## src/rtl/lkv_pkg.sv

```systemverilog
package lkv_pkg;

    localparam int ENTRIES = 16;
    localparam int IDX_W   = (ENTRIES > 1) ? $clog2(ENTRIES) : 1;
    localparam int OCC_W   = $clog2(ENTRIES + 1);
    localparam int KEY_W   = 32;
    localparam int VAL_W   = 32;
    localparam int CAP_W   = 5;

    localparam logic [CAP_W-1:0] CAP_RESET  = CAP_W'(16);
    localparam logic [VAL_W-1:0] MISS_VALUE = '1;

    localparam logic OP_GET = 1'b0;
    localparam logic OP_PUT = 1'b1;

    typedef enum logic [1:0] {
        ST_IDLE,
        ST_MATCH,
        ST_UPDATE
    } lkv_state_t;

    // broadcast from the controller to every cell
    typedef struct packed {
        logic             compare;
        logic             update;
        logic             hit;
        logic [OCC_W-1:0] limit;
        logic [KEY_W-1:0] key;
    } lkv_cmd_t;

endpackage

```

## src/rtl/lru_key_value_cache_unit.sv

```systemverilog
// Fully associative key/value cache with least-recently-used replacement, built as a row of
// 16 cells held in recency order (cell 0 most recent). Each item passes first through a key
// compare done in parallel in every cell, then a recency shift in which cells take their
// neighbor's entry and cell 0 takes the looked-up or new entry; a get miss shifts nothing.
// The shift step also accepts the next word. A get answers with hit in m_tuser and the value
// (all ones on a miss) in m_tdata through an output register; a get holds in its shift step
// while that register is still full. A put gives no result. The user must write capacity
// through cfg_we/cfg_wdata only while idle (the block does not enforce it); zero acts as 1 and
// values above 16 act as 16. No clearing pass after reset: the cell valid bits reset at once.
module lru_key_value_cache_unit (
    input  logic        aclk,
    input  logic        aresetn,
    input  logic        cfg_we,
    input  logic [4:0]  cfg_wdata,     // capacity
    input  logic        s_tvalid,
    output logic        s_tready,
    input  logic [63:0] s_tdata,       // lookup_key[31:0], store_value[63:32]
    input  logic        s_tuser,       // operation
    output logic        m_tvalid,
    input  logic        m_tready,
    output logic [31:0] m_tdata,       // read_value[31:0]
    output logic        m_tuser        // hit
);

    localparam int N = lkv_pkg::ENTRIES;

    lkv_pkg::lkv_state_t state_reg, state_next;

    logic [lkv_pkg::CAP_W-1:0] capacity_reg;
    logic [lkv_pkg::OCC_W-1:0] occ_reg, occ_next;
    logic                      op_reg;
    logic [lkv_pkg::KEY_W-1:0] key_reg;
    logic [lkv_pkg::VAL_W-1:0] value_reg;

    logic                      m_tvalid_reg;
    logic                      m_tuser_reg;
    logic [lkv_pkg::VAL_W-1:0] m_tdata_reg;

    logic                      accept;
    logic                      finish;
    logic                      out_free;
    logic                      hit;
    logic [lkv_pkg::VAL_W-1:0] hit_value;
    logic [lkv_pkg::OCC_W-1:0] cap_eff;
    logic [lkv_pkg::OCC_W-1:0] limit;
    lkv_pkg::lkv_cmd_t         cmd;

    logic [lkv_pkg::KEY_W-1:0] key_chain   [0:N];
    logic [lkv_pkg::VAL_W-1:0] value_chain [0:N];
    logic [N:0]                found_chain;
    logic [lkv_pkg::VAL_W-1:0] hval_chain  [0:N];
    logic [N-1:0]              valid_vec;
    logic [N-1:0]              match_vec;

    assign accept   = s_tvalid & s_tready;
    assign out_free = ~m_tvalid_reg | m_tready;
    assign hit       = found_chain[N];
    assign hit_value = hval_chain[N];

    // effective capacity and the last slot kept by a put of a new key
    always_comb begin
        if (capacity_reg == '0) begin
            cap_eff = lkv_pkg::OCC_W'(1);
        end else if (32'(capacity_reg) > 32'(N)) begin
            cap_eff = lkv_pkg::OCC_W'(N);
        end else begin
            cap_eff = lkv_pkg::OCC_W'(capacity_reg);
        end
        if (occ_reg >= cap_eff) begin
            limit = cap_eff - lkv_pkg::OCC_W'(1);
        end else begin
            limit = occ_reg;
        end
    end

    // next state
    always_comb begin
        state_next = state_reg;
        case (state_reg)
            lkv_pkg::ST_IDLE: begin
                if (s_tvalid) state_next = lkv_pkg::ST_MATCH;
            end
            lkv_pkg::ST_MATCH: begin
                state_next = lkv_pkg::ST_UPDATE;
            end
            lkv_pkg::ST_UPDATE: begin
                if (finish) begin
                    state_next = s_tvalid ? lkv_pkg::ST_MATCH : lkv_pkg::ST_IDLE;
                end
            end
            default: state_next = lkv_pkg::ST_IDLE;
        endcase
    end

    // outputs of the controller
    always_comb begin
        finish      = 1'b0;
        s_tready    = 1'b0;
        cmd.compare = 1'b0;
        cmd.update  = 1'b0;
        cmd.hit     = hit;
        cmd.limit   = limit;
        cmd.key     = key_reg;
        case (state_reg)
            lkv_pkg::ST_IDLE: begin
                s_tready = 1'b1;
            end
            lkv_pkg::ST_MATCH: begin
                cmd.compare = 1'b1;
            end
            lkv_pkg::ST_UPDATE: begin
                finish     = (op_reg == lkv_pkg::OP_PUT) | out_free;
                s_tready   = finish;
                cmd.update = finish & (hit | (op_reg == lkv_pkg::OP_PUT));
            end
            default: begin
                s_tready = 1'b0;
            end
        endcase
    end

    always_comb begin
        occ_next = occ_reg;
        if (cmd.update && !hit) begin
            occ_next = limit + lkv_pkg::OCC_W'(1);
        end
    end

    always_ff @(posedge aclk) begin
        if (!aresetn) begin
            state_reg    <= lkv_pkg::ST_IDLE;
            capacity_reg <= lkv_pkg::CAP_RESET;
            occ_reg      <= '0;
            m_tvalid_reg <= 1'b0;
        end else begin
            state_reg <= state_next;
            occ_reg   <= occ_next;
            if (cfg_we) begin
                capacity_reg <= cfg_wdata;
            end
            if (finish && op_reg == lkv_pkg::OP_GET) begin
                m_tvalid_reg <= 1'b1;
            end else if (m_tready) begin
                m_tvalid_reg <= 1'b0;
            end
        end
    end

    always_ff @(posedge aclk) begin
        if (accept) begin
            op_reg    <= s_tuser;
            key_reg   <= s_tdata[31:0];
            value_reg <= s_tdata[63:32];
        end
        if (finish && op_reg == lkv_pkg::OP_GET) begin
            m_tuser_reg <= hit;
            m_tdata_reg <= hit ? hit_value : lkv_pkg::MISS_VALUE;
        end
    end

    assign m_tvalid = m_tvalid_reg;
    assign m_tuser  = m_tuser_reg;
    assign m_tdata  = m_tdata_reg;

    // the entry entering cell 0: the found value for a get, the new value for a put
    assign key_chain[0]   = key_reg;
    assign value_chain[0] = (op_reg == lkv_pkg::OP_GET) ? hit_value : value_reg;
    assign found_chain[0] = 1'b0;
    assign hval_chain[0]  = '0;

    for (genvar i = 0; i < N; i++) begin : g_cell
        lkv_cell u_cell (
            .aclk          (aclk),
            .aresetn       (aresetn),
            .cell_idx      (lkv_pkg::IDX_W'(i)),
            .cmd           (cmd),
            .prev_key      (key_chain[i]),
            .prev_value    (value_chain[i]),
            .found_in      (found_chain[i]),
            .hit_value_in  (hval_chain[i]),
            .key           (key_chain[i+1]),
            .value         (value_chain[i+1]),
            .valid         (valid_vec[i]),
            .match         (match_vec[i]),
            .found_out     (found_chain[i+1]),
            .hit_value_out (hval_chain[i+1])
        );
    end

`ifndef SYNTHESIS
    // keys are unique among valid entries
    a_match_unique: assert property (@(posedge aclk) disable iff (!aresetn)
        state_reg == lkv_pkg::ST_UPDATE |-> $onehot0(match_vec))
        else $error("more than one cell matched the key");

    a_valid_count: assert property (@(posedge aclk) disable iff (!aresetn)
        $countones(valid_vec) == 32'(occ_reg))
        else $error("valid cells disagree with occupancy");

    a_occ_range: assert property (@(posedge aclk) disable iff (!aresetn)
        32'(occ_reg) <= N)
        else $error("occupancy above entry count");

    a_miss_value: assert property (@(posedge aclk) disable iff (!aresetn)
        finish && op_reg == lkv_pkg::OP_GET && !hit |=>
            m_tvalid && !m_tuser && m_tdata == lkv_pkg::MISS_VALUE)
        else $error("miss word not formed correctly");
`endif

endmodule

```

## src/rtl/lkv_cell.sv

```systemverilog
module lkv_cell (
    input  logic                       aclk,
    input  logic                       aresetn,
    input  logic [lkv_pkg::IDX_W-1:0]  cell_idx,
    input  lkv_pkg::lkv_cmd_t          cmd,
    input  logic [lkv_pkg::KEY_W-1:0]  prev_key,
    input  logic [lkv_pkg::VAL_W-1:0]  prev_value,
    input  logic                       found_in,
    input  logic [lkv_pkg::VAL_W-1:0]  hit_value_in,
    output logic [lkv_pkg::KEY_W-1:0]  key,
    output logic [lkv_pkg::VAL_W-1:0]  value,
    output logic                       valid,
    output logic                       match,
    output logic                       found_out,
    output logic [lkv_pkg::VAL_W-1:0]  hit_value_out
);

    logic [lkv_pkg::KEY_W-1:0] key_reg;
    logic [lkv_pkg::VAL_W-1:0] value_reg;
    logic                      valid_reg, valid_next;
    logic                      match_reg, match_next;
    logic                      in_limit;
    logic                      shift_en;

    assign in_limit = (lkv_pkg::OCC_W'(cell_idx) <= cmd.limit);

    // on a hit, every cell up to and including the matching one takes its neighbor's entry
    assign shift_en = cmd.update & (cmd.hit ? ~found_in : in_limit);

    always_comb begin
        match_next = match_reg;
        if (cmd.compare) begin
            match_next = valid_reg & (key_reg == cmd.key);
        end
        valid_next = valid_reg;
        if (cmd.update && !cmd.hit) begin
            valid_next = in_limit;
        end
    end

    always_ff @(posedge aclk) begin
        if (!aresetn) begin
            valid_reg <= 1'b0;
            match_reg <= 1'b0;
        end else begin
            valid_reg <= valid_next;
            match_reg <= match_next;
        end
    end

    always_ff @(posedge aclk) begin
        if (shift_en) begin
            key_reg   <= prev_key;
            value_reg <= prev_value;
        end
    end

    assign key           = key_reg;
    assign value         = value_reg;
    assign valid         = valid_reg;
    assign match         = match_reg;
    assign found_out     = found_in | match_reg;
    assign hit_value_out = hit_value_in | (match_reg ? value_reg : '0);

endmodule
```

## config.mk

```make
export PLATFORM = sky130hd
export DESIGN_NAME = lru_key_value_cache_unit
export DESIGN_NICKNAME = d
export VERILOG_FILES = /design/src/rtl/lkv_pkg.sv /design/src/rtl/lru_key_value_cache_unit.sv /design/src/rtl/lkv_cell.sv
export SDC_FILE = /design/constraint.sdc
export NUM_CORES = 1
export LEC_CHECK = 0
export ABC_AREA = 1
export BUFFER_PORTS_ARGS = -buffer_cell sky130_fd_sc_hd__buf_4
export CAP_MARGIN = 15
export CORE_ASPECT_RATIO = 1.5
export CORE_MARGIN = 2
export CORE_UTILIZATION = 38
export CTS_CLUSTER_DIAMETER = 100
export DETAILED_ROUTE_END_ITERATION = 10
export PLACE_DENSITY = 0.59
export SLEW_MARGIN = 20
export SYNTH_ARGS = -nofsm -noshare
export SYNTH_HDL_FRONTEND = slang
export SYNTH_HIERARCHICAL = 1
export SYNTH_SLANG_ARGS = --single-unit
```

## constraint.sdc

```tcl
create_clock -name aclk -period 11.27 [get_ports aclk]
set_clock_uncertainty 0.1 [all_clocks]
set_input_delay 1.6905 -clock aclk [delete_from_list [all_inputs] [get_ports aclk]]
set_output_delay 1.6905 -clock aclk [all_outputs]
set_load 0.02 [all_outputs]
```

Yosys cells after proc, flatten, opt, wreduce, memory -nomap -nowiden
Index checks and enable logic that the tools add are counted.
{"block": "totals", "regBits": 1167, "latch_bits": 0, "ramBits": 0, "rom_bits": 0, "inputBits": 75, "output_inout_bits": 35, "word_cells": 250, "n_memories": 0}
{"block": "op_classes", "addsub": 2, "mul": 0, "div_mod_pow": 0, "order_cmp": 18, "eq_ne": 20, "n_shift": 0, "n_mux": 46, "n_bitwise": 84, "reduce_logical": 7}
{"operator": "32-bit two-way mux", "n": 17}
{"operator": "32-bit == test", "n": 16}
{"operator": "32-bit OR", "n": 15}
{"operator": "4-bit by 5-bit less-or-equal comparator with 1-bit output (first input constant)", "n": 8}
{"operator": "1-bit bitwise AND", "n": 34}
{"operator": "1-bit two-way mux", "n": 22}
{"operator": "3-bit by 5-bit less-or-equal comparator with 1-bit output (first input constant)", "n": 4}
{"operator": "1-bit OR", "n": 18}
{"operator": "1-bit inverter", "n": 17}
{"operator": "5-bit two-way mux", "n": 3}
{"operator": "1-bit by 5-bit less-or-equal comparator with 1-bit output (first input constant)", "n": 2}
{"operator": "2-bit by 5-bit less-or-equal comparator with 1-bit output (first input constant)", "n": 2}
{"operator": "2-bit case mux with 3 select lines", "n": 1}
{"operator": "5-bit by 1-bit adder with 5-bit output (second input constant)", "n": 1}
{"operator": "5-bit >= comparator", "n": 1}
{"operator": "5-bit greater-than comparator (second input constant)", "n": 1}
{"operator": "5-bit zero test", "n": 1}
{"operator": "5-bit by 1-bit subtractor with 5-bit output (second input constant)", "n": 1}
{"operator": "2-bit two-way mux", "n": 2}
{"operator": "2-bit inequality test (second input constant)", "n": 2}
{"operator": "2-bit by 1-bit == test with 1-bit output (second input constant)", "n": 1}
{"operator": "2-bit == test (second input constant)", "n": 1}
{"operator": "1-bit logical AND", "n": 2}
{"operator": "2-bit zero test", "n": 1}
{"operator": "other kinds (4)", "n": 4}

Longest topological paths before layout
Gate-level depths: netlist (run 1).
{"block": "logic_depth", "depth_word": 19, "ltp_mapped": 41, "ltp_nobuf": 39}

By module
The synthesis (run 1) kept the hierarchy.
{"mod": "lkv_cell (g_cell[12].u_cell ...)", "n_inst": 13, "cells_per_inst": 253, "area_per_inst_um2": 2940.3, "seq_area_each_um2": 1961.9}
{"mod": "lkv_cell (g_cell[0].u_cell ...)", "n_inst": 3, "cells_per_inst": 258, "area_per_inst_um2": 2945.3, "seq_area_each_um2": 1961.9}
{"mod": "lru_key_value_cache_unit", "n_inst": 1, "cells_per_inst": 379, "area_per_inst_um2": 4438.0, "seq_area_each_um2": 3203.1}

Worst setup path after synthesis (run 1)
OpenSTA, ideal clock, no wires.
{"block": "synth_timing", "kind": "flip-flop to flip-flop", "start": "register g_cell[0].u_cell.match_reg", "end": "register g_cell[0].u_cell.key_reg (netlist bit g_cell[0].u_cell/key[0]) (enable)", "setup_time_ns": 0.424, "arrival_time_ns": 5.274, "required_time_ns": 10.746, "path_slack_ns": 5.472, "stages_incl_launch_ff": 41, "n_path_buf": 2, "period_less_slack_ns": 5.798, "path_cell_list": "dfxtp_1 buf_2 inv_1 nand2_1 inv_1 nand2_1 inv_1 nand2_1 inv_1 nand2_1 inv_1 nand2_1 inv_1 nand2_1 inv_1 nand2_1 inv_1 nand2_1 [5 not listed] nand2_1 inv_1 nand2_1 inv_1 nand2_1 inv_1 nand2_1 inv_1 nand2_1 inv_1 nand2_1 clkbuf_1 inv_1 a21oi_2 inv_1 nor2_1 nand2_1 nand2_1"}
{"element": "start: declaration", "line": "lkv_cell.sv:21", "source": "logic match_reg, match_next;"}
{"element": "start signal: assignment", "line": "lkv_cell.sv:47", "source": "match_reg <= match_next;"}
{"element": "end signal: assignment", "line": "lkv_cell.sv:53", "source": "key_reg <= prev_key;"}
{"element": "end: declaration", "line": "lkv_cell.sv:18", "source": "logic [lkv_pkg::KEY_W-1:0] key_reg;"}

==> impl.org, run 1 <==
** Setup path
- In this run the worst path has a maximum fanout of 64.
- STA classifies the critical path endpoint as a flip-flop.
- Startpoint types :: flip-flop
- Critical path's slowest cell :: nand2_4
- The largest single stage delay on the critical path is 730 ps.
- Minimum setup slack among reg-to-reg paths :: 6460 ps
- Library cell appearing most often on the critical path :: inv_1
- Cell class contributing the biggest share of worst-path delay :: simple AND/OR/NAND/NOR gates
- Worst Path Arrival :: 5050 ps
- For the worst setup path, the data required time is 11500 ps.
- The setup path with the least slack is of type reg2reg.
- Count of buffer and inverter cells on the critical path :: 19

** Run status
- Outcome :: completed

** Job
- Number of max-cap violations :: 0

** Die
- Initial core utilization :: a little under two fifths
- Die Outline Area :: 139000 sq um
- In this run the standard cell core region covers 135000 sq um.
- between 100 and 150 I/O pins were placed.
- The die is 305 um wide.
- The floorplan has roughly 170 rows.
- From bottom edge to top edge, the die measures 455 um.

** Route
- Post-DRT Antenna Nets :: 0
- After detailed routing, the number of remaining DRC violations is 0.
- Final wirelength :: approximately 110000 um
- The first TritonRoute pass finished after 5 iterations.
- The routed design uses between 50000 and 60000 um of met2 wire.
- Amount of wire on met3 after detailed routing :: around 3500 um
- After detailed routing, the wire length on met1 is 46500 um.
- After detailed routing, the number of vias per cell comes to roughly 4.6.
- Total via count after detailed routing :: around 30k
- WL/cell :: around 16 um
- The detailed router finished its first iteration with 1880 violations.
- The detailed router used layers up to and including met4.

** Cells and area
- After routing the design area is between 50000 and 60000 sq um.
- In the layout the commonest cells are 1122 x edfxtp_1, 884 x nand2_1, 733 x inv_1.
- Share of layout cells above drive strength 1 :: 10.0%
- The library cell used most frequently in the layout, excluding fill and tap cells, is edfxtp_1.
- Fill cell instance count of the final layout :: 12.4k
- Area growth from synthesis to layout :: 14.0%
- Layout Nets :: 4869

** STA
- For the finished layout, the period the worst path requires is between 4000 and 5000 ps.
- Fin. max-slew vios :: 0
- Setup violations remaining at the end of the flow were counted as 0.
- Timing would allow up to around 0.21 GHz.
- The worst path meets setup with 6460 ps of slack.
- Setup repair after global routing left no endpoint under its margin.
- Worst relative slew slack :: 27.2%
- The final critical path takes up roughly 43% of the cycle.
- Final hold violations :: 0
- Slew @ Worst Pin :: between 1000 and 1500 ps
- Adding up every negative setup slack in the final design gives 0 ps.

** Clock tree
- The clock reaches the later pin of the worst-skew pair after approximately 720 ps.
- CTS Root Buffer Type :: clkbuf_16
- The clock tree synthesis step divided the H-tree into 3 levels.
- CTS sink cnt :: 1167
- After clock tree synthesis, the clock-pin slew on the worst setup and hold paths is roughly 70 ps.
- The clock passes through at most 3 buffers.
- In this run the post-CTS setup repair buffer count came out at 0.
- The number of clock buffers added by TritonCTS is 110.
- In this run, post-CTS hold repair placed 0 buffers.
- TritonCTS built the clock tree.
- In this run, post-CTS repair resized a total of 0 instances.

** Global route
- The first global-routing pass estimated 167000 um of wire.
- Global routing finished with a remaining overflow of 0.
- Pin count of the biggest net entering global routing :: 66
- Vias in the first global route :: about 31k
- Antenna violations before repair :: 7
- Total Routing Usage GR :: 15.4%

** Power
- Power density relative to cell area :: 163 nW/um^2
- IR analysis of the VDD net gives a maximum drop of 0.117 mV.
- Static leakage power :: 25.0 nW

** Synthesis
- In this run, distinct cell masters in the synthesized netlist total 34.
- The synthesized design contains 1167 register bits.
- YS warnings :: 6
- The synthesized netlist occupies a cell area of 51500 sq um.
- Post-Synthesis Cells :: 4442
- Mean Syn Cell Area :: 11.6 sq um
- The share of the Yosys chip area taken by registers is roughly two thirds.

** Placed design
- The HPWL after detailed placement is 77200 um.
- The count of buffers added on input and output ports is about 110.
- Cell area after placement :: 54900 sq um
- Routability congestion estimate from global placement :: 0.801
- Before CTS, the worst setup slack after placement is ~6400 ps.

** Hold path
- Worst min-delay path category :: reg2reg
stage by stage:
stage	total power, mW	instances	util (%)	hold slack [ps]
floorplan	5.59	4537	-	326
global placement	5.84	6360	40.8	328
CTS	9.69	6569	43.6	334
detailed placement	5.86	6360	40.8	332
finish	9.57	6576	43.6	336
global route	9.95	6575	43.6	347
per-layer routing:
metal  global-route usage (%)  vias to the layer above
met5                        0                        -
li1                         -                    15344
met2                     27.3                      436
met3                     2.09                      154
met4                     5.69                        0
met1                     19.1                    14514
cells by family after synthesis:
logic type | Yosys count | synth area share, %
adder cells (fa/ha/maj) | 70 | 1.70
AO/OA/AOI/OAI | 681 | 9.41
AND/OR/NAND/NOR | 1530 | 12.6
flip-flops | 1167 | 67.2
other | 2 | 0.0146
XOR/XNOR | 180 | 3.06
buffers and inverters | 812 | 6.08
final timing paths:
path	end	depth (start not counted)	start
setup / recovery	g_cell[0].u_cell/key[23]	38	g_cell[1].u_cell/match
hold / removal	g_cell[7].u_cell/value[25]	0	g_cell[6].u_cell/value[25]
setup reg to reg	g_cell[0].u_cell/key[23]	38	g_cell[1].u_cell/match
hold reg to reg	g_cell[7].u_cell/value[25]	0	g_cell[6].u_cell/value[25]
synthesized netlist by cell type, drive strengths merged:
| cell type | number | area share, % |
|---|---|---|
| conb | 2 | 0.015 |
| inv | 736 | 5.4 |
| nor3 | 14 | 0.14 |
| o21a | 1 | 0.015 |
| o31ai | 3 | 0.044 |
| a41oi | 3 | 0.051 |
| xnor2 | 147 | 2.5 |
| nand2 | 913 | 6.7 |
| clkbuf | 11 | 0.080 |
| nand3 | 94 | 0.94 |
| nor2 | 331 | 2.6 |
| ha | 70 | 1.7 |
| a21o | 512 | 7.5 |
| o21ai | 71 | 0.70 |
| xor2 | 33 | 0.56 |
| o22ai | 3 | 0.036 |
| or2 | 81 | 0.98 |
| dfxtp | 45 | 1.7 |
| a21oi | 71 | 0.82 |
| nand3b | 13 | 0.19 |
| clkinv | 1 | 0.0097 |
| a211oi | 1 | 0.015 |
| o2bb2ai | 16 | 0.27 |
| buf | 64 | 0.62 |
| nand4 | 84 | 1.0 |
| edfxtp | 1122 | 65 |
final cells by class:
class / instances / area [sq um] / share of cell area, %
flip-flops and latches: 1167 / 34600 / 58.9
multi-input cells: 2558 / 14300 / 24.3
clock buffers: 158 / 3180 / 5.41
inverters: 737 / 2770 / 4.71
well taps: 1753 / 2190 / 3.74
repair buffers: 150 / 1160 / 1.98
clock inverters: 51 / 537 / 0.914
diodes: 2 / 5.00 / 0.00852
report_power, final:
part	internal, mW	switching [mW]	leakage (nW)	total [mW]
registers	4.91	0.0976	10.5	5.01
clock network	2.17	1.63	1.80	3.80
logic	0.274	0.488	12.7	0.761
total	7.36	2.21	25.0	9.57
No activity file was read; power rests on OpenSTA's default activity.
==> run 2: changes to the inputs <==
--- a/config.mk
+++ b/config.mk
@@ -5,7 +5,7 @@
 export SDC_FILE = /design/constraint.sdc
 export NUM_CORES = 1
 export LEC_CHECK = 0
-export ABC_AREA = 1
+export ABC_AREA = 0
 export BUFFER_PORTS_ARGS = -buffer_cell sky130_fd_sc_hd__buf_4
 export CAP_MARGIN = 15
 export CORE_ASPECT_RATIO = 1.5
==> constraint.sdc (replaced) <==
create_clock -name aclk -period 4.9 [get_ports aclk]
set_clock_uncertainty 0.1 [all_clocks]
set_input_delay 0.735 -clock aclk [delete_from_list [all_inputs] [get_ports aclk]]
set_output_delay 0.735 -clock aclk [all_outputs]
set_load 0.02 [all_outputs]
==> run 2 against run 1 <==
- the flow now finishes with violations (negative setup slack)
- global-route usage is 0.29 points lower
- clock power grew 120%
- first-iteration DRC count down 23%
- non-clock buffer count increased by 85
==> impl.org, run 2 <==
** Cells and area
- Share of layout cells above drive strength 1 :: 14.1% (was 10.0%)
- The number of cells in the finished layout apart from fillers was 5129 (was 6576).
- The layout-stage area growth over the synthesis result came to 17.3% (was 14.0%).
- The net count reported at finish is 3483 (was 4869).
- The final cell utilization of the core was 44.7% (was 43.6%).
- Most frequent cells in the layout :: 1122 x edfxtp_1, 516 x a21o_1, 466 x xnor2_1 (was 1122 x edfxtp_1, 884 x nand2_1, 733 x inv_1)
- Fill cell instance count of the final layout :: 10.9k (was 12.4k)
- Most common cell after layout, fill and taps aside :: edfxtp_1 (unchanged)

** Setup path
- Worst Path Arrival :: 5620 ps (was 5050 ps)
- The kind of critical path was reg2reg (unchanged).
- Startpoint types :: flip-flop (unchanged)
- The largest fanout on the critical path is 8 (was 64).
- Minimum setup slack among reg-to-reg paths :: -370 ps (was 6460 ps)
- Kind of capture point of the worst setup path :: flip-flop (unchanged)
- The required time at the endpoint of the critical path came to 5250 ps (was 11500 ps).

** Power
- Int Power :: 16.3 mW (was 7.36 mW)
- The maximum vdd ir drop came to 0.260 mV (was 0.117 mV).
- The power density of the placed cells came to 368 nW/um^2 (was 163 nW/um^2).
- Reg power frac :: 54.0% (was 52.3%)
- Proportion of power drawn by combinational gates :: 6.6% (was 8.0%)
- Switching Fraction :: 21.6% (was 23.1%)
- Clock share of power :: 39.4% (was 39.7%)
- Switching component of the power :: 4.50 mW (was 2.21 mW)
- The static leakage is 20.8 nW (was 25.0 nW).

** Synthesis
- The area share of the leading cell type in the synthesized netlist was 69.9% (was 65.4%).
- Post-Synthesis Cell Area :: 48200 sq um (was 51500 sq um)
- Top post-synthesis cells by area :: edfxtp_1 70%, xnor2_1 8.5%, a21o_1 8.0% (was edfxtp_1 65%, a21o_1 7.5%, nand2_1 6.6%)
- The warning count from the yosys run was 6 (unchanged).
- The post-synthesis instance total came to 2972 (was 4442).
- The number of register bits inferred by synthesis came to 1167 (unchanged).
- Post-synth top area cell :: edfxtp_1 (unchanged)
- Most instantiated flip-flop cell in the synthesis netlist :: edfxtp_1 (unchanged)
- Share of the yosys chip area belonging to registers :: 71.8% (was 67.2%)
- The most frequent cell after synthesis is edfxtp_1 (unchanged).
- Ranking of synthesized cells by instance count: 1122 x edfxtp_1, 516 x a21o_1, 466 x xnor2_1 (was 1122 x edfxtp_1, 901 x nand2_1, 734 x inv_1).
- Mean Syn Cell Area :: 16.2 sq um (was 11.6 sq um)
- The number of enable flip-flop cells after synthesis was 1122 (unchanged).
- The number of distinct library cells after synthesis was 55 (was 34).
- The fraction of registers with async set/reset is 0% (unchanged).

** Global route
- Pin count of the biggest net entering global routing :: 66 (unchanged)
- Vias in the first global route :: 25.1k (was 30.5k)
- Total Routing Usage GR :: 15.1% (was 15.4%)
- Wire length of the first global-routing pass :: 148000 um (was 167000 um)
- The total global routing overflow came to 0 (unchanged).
- Antenna violations before repair :: 14 (was 7)

** Die
- Floorplan core area :: 126000 sq um (was 135000 sq um)
- The die width came to 295 um (was 305 um).
- The number of top-level pins is 110 (unchanged).
- Number of rows in the core area :: 160 (was 165)
- The starting density of the core is 38.1% (was 38.3%).
- Die boundary height :: 440 um (was 455 um)
- The die outline area was 130000 sq um (was 139000 sq um).

** Clock tree
- The TritonCTS sink count is 1167 (unchanged).
- The clock tree from TritonCTS is yes (unchanged).
- Hold buffers post-CTS :: 0 (unchanged)
- Worst skew pair latency :: 700 ps (was 720 ps)
- CTS Root Buffer Type :: clkbuf_16 (unchanged)
- The clock-pin transition on the worst setup and hold timing paths is 60 ps (was 70 ps).
- The clock buffer count from CTS is 108 (was 110).
- The level count of the clock H-tree is 3 (unchanged).
- The maximum buffer depth of the clock tree came to 3 (unchanged).

** Hold path
- The class of the tightest hold or removal check is in2reg (was reg2reg).

** Route
- The total wire length is 99300 um (was 107000 um).
- Via-to-Cell Ratio :: 4.74 (was 4.63)
- DRC violation count after routing :: 0 (unchanged)
- The total iterations of the first detailed-routing run is 5 (unchanged).
- The via count is 24.3k (was 30.4k).
- The final antenna-violating net count came to 0 (unchanged).
- The number of DRC markers after the initial detailed-route iteration was 1450 (was 1880).
- The average wire per cell in the routed design came to 19.4 um (was 16.2 um).

** STA
- Crit path time final :: 5270 ps (was 4810 ps)
- Worst path setup slack after routing :: -368 ps (was 6460 ps)
- Worst Hold Slack :: 106 ps (was 336 ps)
- Setup repair after global routing missed its margin :: true (was false)
- The relative slew slack was 27.3% (was 27.2%).
- The fraction of the cycle the final worst path needs came to 108% (was 42.7%).
- The total count of hold-check failures in the final report was 0 (unchanged).
- The achievable frequency was 0.190 GHz (was 0.208 GHz).
- The total count of max-transition violations in the final report is 0 (unchanged).
- Final setup fails :: 1058 (was 0)
- Slew @ Worst Pin :: 1090 ps (about the same)

** Placed design
- Half-perimeter wire length after placement :: 72900 um (was 77200 um)
- DP Cell Count :: 4902 (was 6360)
- Routability congestion estimate from global placement :: 0.756 (was 0.801)
- The count of buffers from port buffering is 109 (unchanged).

** Job
- The total of max-cap violations came to 0 (unchanged).

** Run status
- Outcome :: complete, but fails checks (was completed)
- Violated checks :: negative setup slack
==> run 2: cell types whose count changed in the layout (fill, tap and decap cells not counted), sizes merged, moves of 63 or more <==
cell,delta
buf,+74
inv,-664
nand2,-870
nand2b,+83
nand3,-77
nor2,-318
or2,-63
xnor2,+320
==> run 2: kinds of logic after synthesis <==
family / Yosys count / synth area share [%]
DFF: 1167 / 71.8
AOI/OAI and AO/OA: 629 / 9.87
buffers and inverters: 147 / 1.28
xor gates and xnor gates: 515 / 9.40
muxes: 37 / 0.852
and+or+nand+nor: 405 / 4.95
adders and majority gates: 70 / 1.82
other: 2 / 0.0156
==> run 2: critical path: stages, from the launching register on <==
cell and delay [ps]:
dfxtp_2 320, or2_4 220, or2_4 230, or2_4 230, or2_4 230, or2_4 230
or2_4 230, or2_4 230, or2_4 230, or2_4 230, or2_4 250, or2_4 240
or2_4 230, or2_4 230, or2_4 230, or2_4 250, or2_4 290, nand2b_4 150
a21oi_4 150, o311a_4 210, buf_12 160, clkbuf_16 160
==> run 2: layout make-up <==
type | count | area [sq um] | area share (%)
sequential | 1167 | 34600 | 61.2
tap | 1701 | 2130 | 3.77
timing repair buffer | 235 | 2450 | 4.34
clock inverter | 61 | 553 | 0.979
inverter | 69 | 259 | 0.458
multi-input combinational | 1757 | 13700 | 24.2
clock buffer | 138 | 2870 | 5.07
antenna | 1 | 2.50 | 0.00443
==> run 2: power groups by stage <==
stage | Combinational, mW | Clock, mW | Sequential, mW
after global routing | 1.50 | 8.77 | 11.2
after detailed placement | 1.32 | 0 | 11.5
final | 1.36 | 8.19 | 11.2
after CTS | 1.33 | 8.41 | 11.2
after floorplan | 0.841 | 0 | 11.4
after global placement | 1.31 | 0 | 11.4
==> run 2: final timing paths <==
check,start,end,cells after the start
worst max-delay path,g_cell[0].u_cell/match,g_cell[13].u_cell/value[7],21
worst min-delay path,s_tdata[62],value_reg[30],1
worst max register to register,g_cell[0].u_cell/match,g_cell[13].u_cell/value[7],21
worst min register to register,g_cell[1].u_cell/value[7],g_cell[2].u_cell/value[7],0
==> run 2: routing by layer <==
| layer | vias up | global-route usage [%] | wire, um |
|---|---|---|---|
| met5 | - | 0 | 0 |
| met4 | 0 | 6.21 | 3380 |
| met3 | 151 | 2.01 | 3570 |
| met2 | 404 | 26.7 | 51400 |
| met1 | 11832 | 18.4 | 41000 |
| li1 | 11942 | - | - |
==> run 2: metrics by stage <==
step,TNS (ps),worst slack [ps],power (mW),instance area (sq um)
2_1_floorplan,-379550,-371,12.3,48800
3_3_place_gp,-312700,-325,12.8,52600
3_5_place_dp,-333190,-343,12.8,52600
4_1_cts,-354210,-362,21.0,56000
5_1_grt,-442150,-458,21.5,56500
6_report,-336300,-368,20.8,56500
==> run 2: timing repair <==
| action | in CTS | in global routing |
|---|---|---|
| cloned | 0 | 16 |
| resized for setup | 0 | 7 |
| setup buffers | 1 | 5 |
| pin swaps | 0 | 9 |
| endpoints found under the setup margin | 1067 | 1078 |
